[src/rtl/i6t_pkg.sv]
package i6t_pkg;

  // address layout
  localparam int GROUPS     = 8;
  localparam int GROUP_BITS = 16;
  localparam int NIBBLES    = 4;

  // ascii codes used in the text form
  localparam logic [6:0] CHAR_COLON = 7'h3A;
  localparam logic [6:0] CHAR_ZERO  = 7'h30;
  localparam logic [6:0] CHAR_A     = 7'h61;

  typedef enum logic [2:0] {
    ST_IDLE,
    ST_SEARCH,
    ST_DIGITS,
    ST_COLON,
    ST_DCOLON
  } state_t;

  typedef enum logic [1:0] {
    EMIT_NONE,
    EMIT_DIGIT,
    EMIT_COLON
  } emit_t;

  typedef enum logic [2:0] {
    STEP_HOLD,
    STEP_FIRST,
    STEP_DIGIT,
    STEP_GROUP,
    STEP_SKIP
  } step_t;

  // controller to datapath
  typedef struct packed {
    logic  load;
    logic  search;
    emit_t emit;
    logic  last;
    step_t step;
  } cmd_t;

  // datapath to controller
  typedef struct packed {
    logic out_free;
    logic at_run;
    logic last_digit;
    logic need_colon;
    logic final_group;
    logic run_to_end;
  } status_t;

  // lower-case hex character for one nibble
  function automatic logic [6:0] hex_char(input logic [3:0] d);
    logic [6:0] c;
    if (d >= 4'd10) begin
      c = CHAR_A + {3'b000, d} - 7'd10;
    end else begin
      c = CHAR_ZERO + {3'b000, d};
    end
    return c;
  endfunction

  // index of the leading non-zero nibble, zero for a zero group
  function automatic logic [1:0] lead_digit(input logic [GROUP_BITS-1:0] v);
    logic [1:0] idx;
    if (v[15:12] != 4'd0) begin
      idx = 2'd3;
    end else if (v[11:8] != 4'd0) begin
      idx = 2'd2;
    end else if (v[7:4] != 4'd0) begin
      idx = 2'd1;
    end else begin
      idx = 2'd0;
    end
    return idx;
  endfunction

endpackage

[src/rtl/i6t_addr_if.sv]
interface i6t_addr_if;
  logic        valid;
  logic        ready;
  logic [63:0] addr_high;
  logic [63:0] addr_low;

  modport source (output valid, output addr_high, output addr_low, input ready);
  modport sink   (input valid, input addr_high, input addr_low, output ready);
endinterface

[src/rtl/i6t_char_if.sv]
interface i6t_char_if;
  logic       valid;
  logic       ready;
  logic [6:0] text_char;
  logic       last_char;

  modport source (output valid, output text_char, output last_char, input ready);
  modport sink   (input valid, input text_char, input last_char, output ready);
endinterface

[src/rtl/ipv6_address_to_text_unit.sv]
// channel  role  payload                    per request
// addr     sink  addr_high[63:0] addr_low   one 128-bit address
// text     src   text_char[6:0] last_char   one character of its text
//
// an address is captured, then the zero-run search runs, then its text leaves
// one character a cycle while text is not stalled: 2 to 39 characters in all.
// the rate is set by the single output register.
// addr.ready is high only while no address is being expanded.
// a stall on text holds the controller; rst is synchronous and clears state.
module ipv6_address_to_text_unit (
  input logic          clk,
  input logic          rst,
  i6t_addr_if.sink     addr,
  i6t_char_if.source   text
);

  i6t_pkg::cmd_t    cmd;
  i6t_pkg::status_t status;

  i6t_ctrl u_ctrl (
    .clk      (clk),
    .rst      (rst),
    .in_valid (addr.valid),
    .in_ready (addr.ready),
    .status   (status),
    .cmd      (cmd)
  );

  i6t_datapath u_datapath (
    .clk       (clk),
    .rst       (rst),
    .addr_high (addr.addr_high),
    .addr_low  (addr.addr_low),
    .cmd       (cmd),
    .status    (status),
    .out_valid (text.valid),
    .out_ready (text.ready),
    .text_char (text.text_char),
    .last_char (text.last_char)
  );

endmodule

[src/rtl/i6t_datapath.sv]
module i6t_datapath (
  input  logic                clk,
  input  logic                rst,
  input  logic [63:0]         addr_high,
  input  logic [63:0]         addr_low,
  input  i6t_pkg::cmd_t       cmd,
  output i6t_pkg::status_t    status,
  output logic                out_valid,
  input  logic                out_ready,
  output logic [6:0]          text_char,
  output logic                last_char
);

  logic [127:0] addr;
  logic [i6t_pkg::GROUP_BITS-1:0] grp [i6t_pkg::GROUPS];
  logic [i6t_pkg::GROUPS-1:0] zero;
  logic [2:0] g;
  logic [1:0] dig;
  logic       run_valid;
  logic [2:0] run_start;
  logic [3:0] run_end;

  logic [3:0] best_len;
  logic [2:0] best_start;
  logic       best_found;
  logic [3:0] cur_len;
  logic [2:0] cur_start;
  logic [3:0] best_end;

  logic [2:0] g_next;
  logic [1:0] dig_next;
  logic [i6t_pkg::GROUP_BITS-1:0] cur_grp;
  logic [i6t_pkg::GROUP_BITS-1:0] shifted;
  logic [3:0] nibble;
  logic       out_free;

  // address capture
  always_ff @(posedge clk) begin
    if (cmd.load) begin
      addr <= {addr_high, addr_low};
    end
  end

  // split into groups, group 0 at the top
  always_comb begin
    for (int i = 0; i < i6t_pkg::GROUPS; i++) begin
      grp[i]  = addr[(i6t_pkg::GROUPS-1-i)*i6t_pkg::GROUP_BITS +: i6t_pkg::GROUP_BITS];
      zero[i] = (grp[i] == '0);
    end
  end

  // first longest zero run of two or more groups
  always_comb begin
    best_len   = 4'd1;
    best_start = 3'd0;
    best_found = 1'b0;
    cur_len    = 4'd0;
    cur_start  = 3'd0;
    for (int i = 0; i < i6t_pkg::GROUPS; i++) begin
      if (zero[i]) begin
        if (cur_len == 4'd0) begin
          cur_start = i[2:0];
        end
        cur_len = cur_len + 4'd1;
        if (cur_len > best_len) begin
          best_len   = cur_len;
          best_start = cur_start;
          best_found = 1'b1;
        end
      end else begin
        cur_len = 4'd0;
      end
    end
    best_end = {1'b0, best_start} + best_len;
  end

  always_ff @(posedge clk) begin
    if (cmd.search) begin
      run_valid <= best_found;
      run_start <= best_start;
      run_end   <= best_end;
    end
  end

  // group and digit position
  always_comb begin
    case (cmd.step)
      i6t_pkg::STEP_FIRST: g_next = 3'd0;
      i6t_pkg::STEP_GROUP: g_next = g + 3'd1;
      i6t_pkg::STEP_SKIP:  g_next = run_end[2:0];
      default:             g_next = g;
    endcase
    dig_next = i6t_pkg::lead_digit(grp[g_next]);
  end

  always_ff @(posedge clk) begin
    case (cmd.step)
      i6t_pkg::STEP_FIRST, i6t_pkg::STEP_GROUP, i6t_pkg::STEP_SKIP: begin
        g   <= g_next;
        dig <= dig_next;
      end
      i6t_pkg::STEP_DIGIT: begin
        dig <= dig - 2'd1;
      end
      default: begin
      end
    endcase
  end

  // current nibble
  always_comb begin
    cur_grp = grp[g];
    shifted = cur_grp >> {dig, 2'b00};
    nibble  = shifted[3:0];
  end

  // output register
  assign out_free = !out_valid || out_ready;

  always_ff @(posedge clk) begin
    if (rst) begin
      out_valid <= 1'b0;
    end else if (cmd.emit != i6t_pkg::EMIT_NONE) begin
      out_valid <= 1'b1;
    end else if (out_ready) begin
      out_valid <= 1'b0;
    end
  end

  always_ff @(posedge clk) begin
    if (cmd.emit != i6t_pkg::EMIT_NONE) begin
      text_char <= (cmd.emit == i6t_pkg::EMIT_DIGIT) ? i6t_pkg::hex_char(nibble)
                                                     : i6t_pkg::CHAR_COLON;
      last_char <= cmd.last;
    end
  end

  // status to the controller
  always_comb begin
    status.out_free    = out_free;
    status.at_run      = run_valid && (g == run_start);
    status.last_digit  = (dig == 2'd0);
    status.final_group = (g == 3'(i6t_pkg::GROUPS - 1));
    status.need_colon  = !status.final_group &&
                         !(run_valid && (({1'b0, g} + 4'd1) == {1'b0, run_start}));
    status.run_to_end  = (run_end == 4'(i6t_pkg::GROUPS));
  end

endmodule

[src/rtl/i6t_ctrl.sv]
module i6t_ctrl (
  input  logic             clk,
  input  logic             rst,
  input  logic             in_valid,
  output logic             in_ready,
  input  i6t_pkg::status_t status,
  output i6t_pkg::cmd_t    cmd
);

  i6t_pkg::state_t state, state_next;

  // state register
  always_ff @(posedge clk) begin
    if (rst) begin
      state <= i6t_pkg::ST_IDLE;
    end else begin
      state <= state_next;
    end
  end

  // next state and commands
  always_comb begin
    state_next = state;
    in_ready   = 1'b0;
    cmd.load   = 1'b0;
    cmd.search = 1'b0;
    cmd.emit   = i6t_pkg::EMIT_NONE;
    cmd.last   = 1'b0;
    cmd.step   = i6t_pkg::STEP_HOLD;
    case (state)
      i6t_pkg::ST_IDLE: begin
        in_ready = 1'b1;
        if (in_valid) begin
          cmd.load   = 1'b1;
          state_next = i6t_pkg::ST_SEARCH;
        end
      end
      i6t_pkg::ST_SEARCH: begin
        cmd.search = 1'b1;
        cmd.step   = i6t_pkg::STEP_FIRST;
        state_next = i6t_pkg::ST_DIGITS;
      end
      i6t_pkg::ST_DIGITS: begin
        if (status.out_free) begin
          if (status.at_run) begin
            cmd.emit   = i6t_pkg::EMIT_COLON;
            state_next = i6t_pkg::ST_DCOLON;
          end else begin
            cmd.emit = i6t_pkg::EMIT_DIGIT;
            if (!status.last_digit) begin
              cmd.step = i6t_pkg::STEP_DIGIT;
            end else if (status.final_group) begin
              cmd.last   = 1'b1;
              state_next = i6t_pkg::ST_IDLE;
            end else if (status.need_colon) begin
              state_next = i6t_pkg::ST_COLON;
            end else begin
              // next group opens the zero run
              cmd.step = i6t_pkg::STEP_GROUP;
            end
          end
        end
      end
      i6t_pkg::ST_COLON: begin
        if (status.out_free) begin
          cmd.emit   = i6t_pkg::EMIT_COLON;
          cmd.step   = i6t_pkg::STEP_GROUP;
          state_next = i6t_pkg::ST_DIGITS;
        end
      end
      i6t_pkg::ST_DCOLON: begin
        if (status.out_free) begin
          cmd.emit = i6t_pkg::EMIT_COLON;
          if (status.run_to_end) begin
            cmd.last   = 1'b1;
            state_next = i6t_pkg::ST_IDLE;
          end else begin
            cmd.step   = i6t_pkg::STEP_SKIP;
            state_next = i6t_pkg::ST_DIGITS;
          end
        end
      end
      default: begin
        state_next = i6t_pkg::ST_IDLE;
      end
    endcase
  end

endmodule

[src/flat_wrapper.sv]
// flat-port wrapper written by rule: the top's interface ports become plain ports
module ipv6_address_to_text_unit_flat 
  (clk, rst, addr_valid, addr_addr_high, addr_addr_low, addr_ready, text_valid, text_text_char, text_last_char, text_ready);
  i6t_addr_if addr_i ();
  i6t_char_if text_i ();
  input logic clk;
  input logic rst;
  input wire logic [$bits(addr_i.valid)-1:0] addr_valid;
  input wire logic [$bits(addr_i.addr_high)-1:0] addr_addr_high;
  input wire logic [$bits(addr_i.addr_low)-1:0] addr_addr_low;
  output wire logic [$bits(addr_i.ready)-1:0] addr_ready;
  output wire logic [$bits(text_i.valid)-1:0] text_valid;
  output wire logic [$bits(text_i.text_char)-1:0] text_text_char;
  output wire logic [$bits(text_i.last_char)-1:0] text_last_char;
  input wire logic [$bits(text_i.ready)-1:0] text_ready;
  assign addr_i.valid = addr_valid;
  assign addr_i.addr_high = addr_addr_high;
  assign addr_i.addr_low = addr_addr_low;
  assign addr_ready = addr_i.ready;
  assign text_valid = text_i.valid;
  assign text_text_char = text_i.text_char;
  assign text_last_char = text_i.last_char;
  assign text_i.ready = text_ready;
  ipv6_address_to_text_unit u_core (.clk(clk), .rst(rst), .addr(addr_i), .text(text_i));
endmodule
[config.mk]
export PLATFORM = sky130hd
export DESIGN_NAME = ipv6_address_to_text_unit_flat
export DESIGN_NICKNAME = d
export VERILOG_FILES = /design/src/rtl/i6t_pkg.sv /design/src/rtl/i6t_addr_if.sv /design/src/rtl/i6t_char_if.sv /design/src/rtl/ipv6_address_to_text_unit.sv /design/src/rtl/i6t_datapath.sv /design/src/rtl/i6t_ctrl.sv /design/src/flat_wrapper.sv
export SDC_FILE = /design/constraint.sdc
export NUM_CORES = 1
export LEC_CHECK = 0
export CORE_UTILIZATION = 43
export DETAILED_ROUTE_END_ITERATION = 16
export DONT_BUFFER_PORTS = 1
export GPL_ROUTABILITY_DRIVEN = 0
export MAX_ROUTING_LAYER = met4
export SLEW_MARGIN = 15
export SYNTH_ARGS = -nofsm -noshare
export SYNTH_HDL_FRONTEND = slang
export SYNTH_SLANG_ARGS = --single-unit
[constraint.sdc]
create_clock -name clk -period 13.3 [get_ports clk]
set_clock_uncertainty 0.2 [all_clocks]
set_input_delay 0.665 -clock clk [delete_from_list [all_inputs] [get_ports clk]]
set_output_delay 0.665 -clock clk [all_outputs]
set_load 0.02 [all_outputs]
* Word level (Yosys, flattened, before mapping)
Cells that the tools add are included.
** Storage, ports and cells
- Bits in read-only memories :: 0
- Memories :: 0
- Logic and storage cells :: 198
- Latch bits :: 0
- Input bits :: 132
- Register bits :: 153
- Output and inout port bits :: 10
- RAM bits :: 0
** Cells by class
- Divide/modulo/power cells :: 0
- $mul :: 0
- Muxes and demuxes :: 110
- Reductions and logical operators :: 32
- Add/subtract/negate cells :: 14
- Shift-type cells :: 1
- Order comparisons :: 10
- Bitwise operators :: 2
- Equality and inequality tests :: 19
** Operator list (number)
- $logic_not A16 Y1 :: 8
- $mux W3 :: 39
- $bmux W16 S3 :: 2
- $mux W4 :: 21
- $mux W16 :: 4
- $add A4 B1 Y4 const B :: 7
- $logic_not A4 Y1 :: 7
- $mux W1 :: 26
- $gt A4 B4 Y1 :: 6
- $mux W2 :: 9
- $shr A16 B4 Y4 :: 1
- $pmux W3 S5 :: 1
- $eq A3 B2 Y1 const B :: 4
- $ge A4 B4 Y1 const B :: 3
- $mux W6 :: 2
- $pmux W3 S4 :: 1
- $reduce_bool A4 Y1 :: 3
- $eq A3 B3 Y1 const B :: 3
- $pmux W3 S3 :: 1
- $ne A2 B2 Y1 const B :: 4
- $not A3 Y4 :: 2
- $add A6 B4 Y7 const A :: 1
- $add A6 B5 Y7 const A :: 1
- $mux W7 :: 1
- other kinds (24) :: 31

* Logic depth before layout (Yosys ltp)
Gate-level depths: netlist of the first run.
- Depth in word-level cells :: 25
- Gate-level depth with buffers :: 56
- Mapped depth without buffers :: 52

* Modules after synthesis
Synthesis of the first run repeated with hierarchy kept, for this count alone.
** Unflattened totals
- Cell total of the unflattened synthesis :: 673
- Area, all modules :: 8647.0 µm²
** By module, submodules not included
- i6t_datapath :: cells each 632, sequential area each 4494.3 µm², times used 1, area an instance 8326.7 µm²
- i6t_ctrl :: cells each 41, sequential area each 60.1 µm², times used 1, area an instance 320.3 µm²

* Worst setup path after synthesis of the first run
OpenSTA, ideal clock, no wires.
- Path type :: flip-flop to flip-flop
- Start :: register u_core.u_datapath.addr[116]
- End :: register u_core.u_datapath.run_end[3] (data pin)
- Data required time :: 12933 ps
- Arrival time :: 9741 ps
- Setup time :: 167 ps
- Buffers on the path :: 3
- Setup slack :: 3192 ps
- Stages on the path, launching flop included :: 50
- Clock period less this slack :: 10108 ps
- Path through :: edfxtp_1 or4_1 or4_1 buf_6 nand2_8 nand2_4 clkinv_4 ha_1 clkbuf_1 a21boi_0 nand2b_1 ha_1 o211a_1 a211oi_2 nand2_1 o21ai_1 inv_1 ha_1 (+14 left out) mux2_2 ha_1 nor2b_1 o21ai_0 nand2b_1 a21oi_1 or3_1 clkbuf_1 inv_1 and3_1 a21o_1 a22oi_1 ha_1 a21o_1 a21oi_1 inv_1 o2111a_1 a211oi_1
** Between the ends
- Word-level cells in the longest chain between the ends :: 25
- Elaborated cells between the ends (all ways) :: 75
- Classes of those cells :: 8 x add/sub; 7 x order compare; 52 x mux; 8 x reduce/logical
** Ends and longest elaborated chain
- start: declaration :: line i6t_datapath.sv:14 : logic [127:0] addr;
- start signal: assignment :: line i6t_datapath.sv:40 : addr <= {addr_high, addr_low};
- $logic_not A16 Y1 * :: line i6t_datapath.sv:48 : zero[i] = (grp[i] == '0);
- $mux W1 * :: line i6t_datapath.sv:60 : if (zero[i]) begin
- $add A4 B1 Y4 * :: line i6t_datapath.sv:64 : cur_len = cur_len + 4'd1;
- $gt A4 B1 Y1 :: line i6t_datapath.sv:65 : if (cur_len > best_len) begin
- $mux W4 :: line i6t_datapath.sv:65
- $mux W4 :: line i6t_datapath.sv:60
- $gt A4 B4 Y1 :: line i6t_datapath.sv:65
- $mux W4 :: line i6t_datapath.sv:65
- (+11 left out)
- $mux W4 :: line i6t_datapath.sv:65
- $mux W4 :: line i6t_datapath.sv:60
- $gt A4 B4 Y1 :: line i6t_datapath.sv:65
- $mux W3 :: line i6t_datapath.sv:65
- $mux W3 * :: line i6t_datapath.sv:60
- via u_core.u_datapath.best_start[1] :: line i6t_datapath.sv:24 : logic [2:0] best_start;
- $add A3 B4 Y4 * :: line i6t_datapath.sv:74 : best_end = {1'b0, best_start} + best_len;
- via u_core.u_datapath.best_end[3] :: line i6t_datapath.sv:28 : logic [3:0] best_end;
- end signal: assignment :: line i6t_datapath.sv:81 : run_end <= best_end;
- end: declaration :: line i6t_datapath.sv:21 : logic [3:0] run_end;
The timed path passes the listed nets; every way through them passes the cells marked *. The select of a mux whose other input is x is not followed.
A chain may end at the register's enable or synchronous reset.

* Worst setup path after layout of the first run
Same ends and word-level chain as after synthesis.

==> flow_summary.yaml, run 1 <==
clock_tree:
  clk_latency_ns: 0.42
  path_clk_slew_ns: 0.07
  cts.path.max_buffers: 2
  cts_buffers: 17
  cts-htree-levels: 4
  cts_resized: 0
  holdBufCountCts: 0
  cts-root-buf: "clkbuf_16"
  post_cts_buffers: 0
  cts_tree: "yes"
  cts_sinks: 153
synth:
  yosysUniqueCellTypes: 71
  syn_area_um2: 8428
  async_flop_share_pct: 0
  ys_warn_count: 0
  syn_inst: 671
  synth_nets: 841
  synth_edf_count: 149
  syn_area_per_cell_um2: 12.56
  ys_seq_area_share_pct: 54.04
  ys.flop_type: "edfxtp_1"
  ys_ff_latch: 153
drt:
  top_layer: "met4"
  wl_per_cell_um: 22.08
  detail-route-antenna-nets: 0
  viasPerCell: 6.170
  first_pass_iters: 5
  wl_met3_um: 1591
  dr_wl_met2_um: 10130
  drt_iter0_markers: 617
  drc: 0
  wl_met1_um: 8597
  vias: 5849
  drt-total-wl_um: 20930
setup_path:
  criticalPathCategory: "reg -> reg"
  critPathMaxFanout: 9
  cp.arrival_ns: 11.79
  crit_top_cell: "ha_1"
  critical_path.slowest_cell: "o311ai_0"
  worstPathRequired_ns: 13.33
  startpoint_type: "flip-flop"
  critPathMaxStageDelay_ns: 0.81
  cp-end-kind: "flip-flop"
cells_and_area:
  seqCellArea_um2: 4554
  areaGrowthSynthToFinish_pct: 10.24
  post-route-util_pct: 49.02
  multi_input_area_um2: 3632
  fillerInstances: 1647
  nets: 841
  drive_gt1_share_pct: 11.84
power:
  switching_power_mw: 0.5792
  pwr-share-comb_pct: 28.8
  seqPwrFrac_pct: 43.4
  finalPower_mw: 1.764
  sw_frac_of_total_pct: 32.83
  p_int_mw: 1.185
  p_clk_share_pct: 27.8
  ir_worst_vdd_mv: 0.1144
  power_per_cell_area_nw_per_um2: 189.9
  p_leak_nw: 3.221
grt:
  grtUsageTotal_pct: 22.33
  grt_overflow: 0
  grt_max_degree: 98
  grt_antenna_before_repair: 4
  grt_pass1_wl_um: 32540
  grt_pass1_vias: 5872
sta:
  fmax_ghz: 0.08505
  hold_viol_final: 0
  min_period_ns: 11.76
  rsz0062_at_grt: "false"
  finalCritPeriodShare_pct: 88.41
  max-slew-margin-rel_pct: 22.48
  maxSlewViolCount: 0
  tightest_slew_ns: 1.163
  setup-tns-final_ns: 0
  setup_violations: 0
hold_path:
  holdCritPathClass: "in -> reg"
die:
  die_h_um: 142
  rows: 50
  io-pin-count: 142
  start_util_pct: 44.46
  die_w_um: 142
  core-area_um2: 18960
  fp.dieArea_um2: 20160
run_status:
  outcome: "completed"
run:
  cap_violations: 0
placed_design:
  port_buffers: 0
  dp_hpwl_um: 16340
==> routing by layer <==
layer  track usage (%)  vias to the layer above
li1                  -                     2672
met1             27.60                     2825
met2             35.04                      310
met3             5.585                       42
met4             9.281                        0
met5                 -                        -
==> cell families after synthesis <==
group           count (synthesis)  share of synthesized area (%)
flops                         153                          54.04
simple gates                  215                          13.66
compound gates                133                          10.76
mux                            58                          11.25
xor+xnor                       16                          1.663
fa+ha+maj                      38                          5.730
buf+inv                        58                          2.895
==> power groups by stage <==
stage	registers, mW	logic [mW]	clock network (mW)
floorplan	0.753	0.392	0
global placement	0.769	0.500	0
detailed placement	0.772	0.510	0
CTS	0.764	0.511	0.498
global route	0.778	0.558	0.520
finish	0.766	0.509	0.490
==> final timing paths <==
path	depth (start not counted)	to	startpoint	slack, ns
hold reg to reg	2	u_core.u_ctrl.state[2]$_SDFFE_PP0P_	u_core.u_ctrl.state[2]$_SDFFE_PP0P_	0.38
setup reg to reg	45	u_core.u_datapath.run_end[3]$_DFFE_PP_	u_core.u_datapath.addr[116]$_DFFE_PP_	1.54
setup / recovery	45	u_core.u_datapath.run_end[3]$_DFFE_PP_	u_core.u_datapath.addr[116]$_DFFE_PP_	1.54
hold / removal	1	u_core.u_ctrl.state[0]$_SDFFE_PP0P_	rst	0.11
==> worst max-delay path, delay by kind of cell (launching register included) <==
kind            cells  cell delay, ns
simple gates       11            3.42
flops               1            0.39
compound gates     19            4.10
buf+inv             6            0.64
fa+ha+maj           7            1.99
mux                 2            0.80
==> synthesized netlist by cell type, types with 4 or more instances <==
cell / count / area [um2]
a211oi_1: 6 / 45.04
a21o_1: 5 / 37.54
a21oi_1: 35 / 175.2
a22oi_1: 4 / 30.03
and2_1: 7 / 43.79
and3_1: 6 / 37.54
and4_1: 6 / 52.55
buf_2: 8 / 40.04
clkbuf_1: 12 / 45.04
dfxtp_1: 4 / 80.08
edfxtp_1: 149 / 4474
ha_1: 37 / 462.9
inv_1: 33 / 123.9
mux2_2: 4 / 45.04
mux2i_1: 25 / 250.2
mux4_2: 29 / 653.1
nand2_1: 52 / 195.2
nand2b_1: 8 / 50.05
nand3_1: 14 / 70.07
nand4_1: 12 / 75.07
nor2_1: 39 / 146.4
nor2b_1: 6 / 37.54
nor3_1: 10 / 50.05
nor4_1: 31 / 193.9
o211ai_1: 8 / 60.06
o21ai_0: 15 / 75.07
o21ai_1: 10 / 50.05
o221ai_1: 8 / 70.07
o22ai_1: 6 / 37.54
or3_1: 4 / 25.02
or4_1: 10 / 75.07
xnor2_1: 10 / 87.58
xor2_1: 6 / 52.55
==> through the flow <==
step                setup slack [ns]  cell area, um2  cells  hold slack, ns
finish                         1.542            9291    948          0.1092
global route                  0.5986            9291    948         0.08815
CTS                            1.753            9281    944         0.09110
detailed placement             1.813            8678    912          0.3747
global placement               2.309            8678    912          0.3608
floorplan                      3.192            8428    671          0.3011
==> state kept, by name, indices dropped and copies added (netlist names) <==
signal,count
u_core.u_datapath.g,3
u_core.u_datapath.last_char,1
u_core.u_datapath.run_valid,1
u_core.u_datapath.run_start,3
u_core.u_ctrl.state,3
u_core.u_datapath.out_valid,1
u_core.u_datapath.text_char,7
u_core.u_datapath.addr,128
u_core.u_datapath.dig,2
u_core.u_datapath.run_end,4
==> layout make-up <==
| cell class | instances | share of cell area (%) |
|---|---|---|
| Clock inverter | 13 | 1.831 |
| Timing Repair Buffer | 4 | 0.3232 |
| Multi-Input combinational cell | 460 | 39.09 |
| Tap cell | 260 | 3.501 |
| Sequential cell | 153 | 49.02 |
| Antenna cell | 4 | 0.1077 |
| Clock buffer | 19 | 4.659 |
| Inverter | 35 | 1.468 |
==> layout by cell type, fill, tap and decap left out, types with 10 or more instances in the layout <==
master,n
inv_1,33
nor2_1,39
edfxtp_1,149
nand4_1,12
mux4_2,29
nor4_1,31
o21ai_1,10
o21ai_0,15
a21oi_1,35
clkbuf_16,17
nor3_1,10
nand2_1,52
or4_1,10
xnor2_1,10
mux2i_1,25
ha_1,37
nand3_1,14
Note: power is estimated with default switching activity, not from simulation.
==> run 2: changes to the inputs <==
Settings changed: CTS_BUF_LIST set to sky130_fd_sc_hd__clkbuf_8.
==> flow_summary.yaml, run 2 (synthesis results as in run 1) <==
sta:
  max-slew-margin-rel_pct: 35.36
  hold_viol_final: 0
  setup-tns-final_ns: 0
  fmax_ghz: 0.08488
  min_period_ns: 11.78
  maxSlewViolCount: 0
  tightest_slew_ns: 0.9575
  finalCritPeriodShare_pct: 88.58
  holdWs_ns: 0.07018
  setup_violations: 0
  rsz0062_at_grt: "false"
setup_path:
  worstPathRequired_ns: 13.36
  r2r-start: "u_core.u_datapath.addr[116]$_DFFE_PP_"
  rr_endpoint: "u_core.u_datapath.run_end[3]$_DFFE_PP_"
  cp-end-kind: "flip-flop"
  startpoint_type: "flip-flop"
  critical_path.slowest_cell: "o311ai_0"
  reg2reg_depth: 45
  r2r_slack_ns: 1.52
  cp.arrival_ns: 11.84
  critPathMaxStageDelay_ns: 0.86
  crit_top_cell: "ha_1"
  critPathMaxFanout: 9
  crit_start: "u_core.u_datapath.addr[116]$_DFFE_PP_"
  criticalPathCategory: "reg -> reg"
cells_and_area:
  final_cell_mix: "149 x edfxtp_1, 52 x nand2_1, 39 x nor2_1, 37 x ha_1"
  nets: 842
  regMostFlops: "u_core.u_datapath.addr"
  fillerInstances: 1680
  post-route-util_pct: 48.15
  reg.largest.list: "u_core.u_datapath.addr: 128 flops, u_core.u_datapath.text_char: 7 flops, u_core.u_datapath.run_end: 4 flops"
  drive_gt1_share_pct: 11.97
  layout_commonest_cell: "edfxtp_1"
  largest_reg_flops: 128
  areaGrowthSynthToFinish_pct: 8.299
clock_tree:
  cts.path.max_buffers: 2
  cts_resized: 0
  cts_sinks: 153
  cts-htree-levels: 4
  cts-root-buf: "clkbuf_8"
  clk_latency_ns: 0.45
  cts_buffers: 17
  post_cts_buffers: 0
  holdBufCountCts: 0
  cts_tree: "yes"
  path_clk_slew_ns: 0.09
drt:
  drt_iter0_markers: 625
  first_pass_iters: 7
  drc: 0
  detail-route-antenna-nets: 0
  viasPerCell: 6.234
  wl_per_cell_um: 21.99
  vias: 5916
  drt-total-wl_um: 20870
die:
  start_util_pct: 44.46
  fp.dieArea_um2: 20160
  rows: 50
  io-pin-count: 142
  die_w_um: 142
  core-area_um2: 18960
  die_h_um: 142
power:
  sw_frac_of_total_pct: 34.56
  finalPower_mw: 1.645
  seqPwrFrac_pct: 46.3
  p_int_mw: 1.076
  switching_power_mw: 0.5684
  pwr-share-comb_pct: 31.4
  p_clk_share_pct: 22.3
  power_per_cell_area_nw_per_um2: 180.2
  ir_worst_vdd_mv: 0.1797
  p_leak_nw: 3.154
hold_path:
  min_from: "rst"
  hold_depth: 1
  holdCritPathClass: "in -> reg"
  min_to: "u_core.u_ctrl.state[0]$_SDFFE_PP0P_"
grt:
  grt_overflow: 0
  grt_max_degree: 98
  grt_pass1_wl_um: 32180
  grt_antenna_before_repair: 4
  grtUsageTotal_pct: 22.06
  grt_pass1_vias: 5871
placed_design:
  dp_hpwl_um: 16340
  port_buffers: 0
run:
  cap_violations: 0
run_status:
  outcome: "completed"
## run 2: cell count changes in the layout (fill, tap and decap cells not counted)
cell,previous run,this run
clkbuf_16,17,0
clkbuf_8,0,17
clkbuf_1,2,0
inv_1,33,35
buf_16,0,1
## run 2: layout make-up
cell class / instances / area (um2) / area share [%]
flip-flops and latches: 153 / 4554 / 49.90
multi-input cells: 460 / 3632 / 39.79
well taps: 260 / 325.3 / 3.564
clock buffers: 17 / 234.0 / 2.563
clock inverters: 15 / 177.7 / 1.947
inverters: 35 / 136.4 / 1.494
repair buffers: 5 / 57.56 / 0.6306
diodes: 4 / 10.01 / 0.1097
## run 2: stage by stage
stage | setup slack (ns) | instance area, um2 | cells
6_report | 1.519 | 9128 | 949
5_1_grt | 0.6169 | 9128 | 949
4_1_cts | 1.762 | 9090 | 944
3_5_place_dp | 1.813 | 8678 | 912
3_3_place_gp | 2.309 | 8678 | 912
2_1_floorplan | 3.192 | 8428 | 671
## run 2: worst max-delay path, delay by kind of cell, from the launching register on
family,cells,cell delay [ns]
AO/OA/AOI/OAI,19,4.15
AND/OR/NAND/NOR,11,3.43
adder cells (fa/ha/maj),7,1.99
multiplexers,2,0.80
buffers and inverters,6,0.63
flip-flops,1,0.39
## run 2: worst max path at each step
stage / to / slack (ns) / cells after the start
6_report: u_core.u_datapath.run_end[3]$_DFFE_PP_ / 1.52 / 45
3_5_place_dp: u_core.u_datapath.run_end[3]$_DFFE_PP_ / 1.81 / 45
2_1_floorplan: u_core.u_datapath.run_end[3]$_DFFE_PP_ / 3.19 / 49
5_1_grt: u_core.u_datapath.run_end[3]$_DFFE_PP_ / 0.62 / 45
4_1_cts: u_core.u_datapath.run_end[3]$_DFFE_PP_ / 1.76 / 45
3_3_place_gp: u_core.u_datapath.run_end[3]$_DFFE_PP_ / 2.31 / 46
## run 2: power groups by stage
stage	clock network, mW	registers (mW)	logic (mW)
finish	0.366	0.761	0.517
global route	0.392	0.774	0.566
CTS	0.371	0.763	0.511
detailed placement	0	0.772	0.510
global placement	0	0.769	0.500
floorplan	0	0.753	0.392
## run 2: metal layers
layer,track usage [%],wire [um],vias to the layer above
met4,9.394,640,0
met3,5.249,1667,40
met2,34.37,10080,319
li1,-,-,2672
met1,27.56,8481,2885
met5,-,0,-
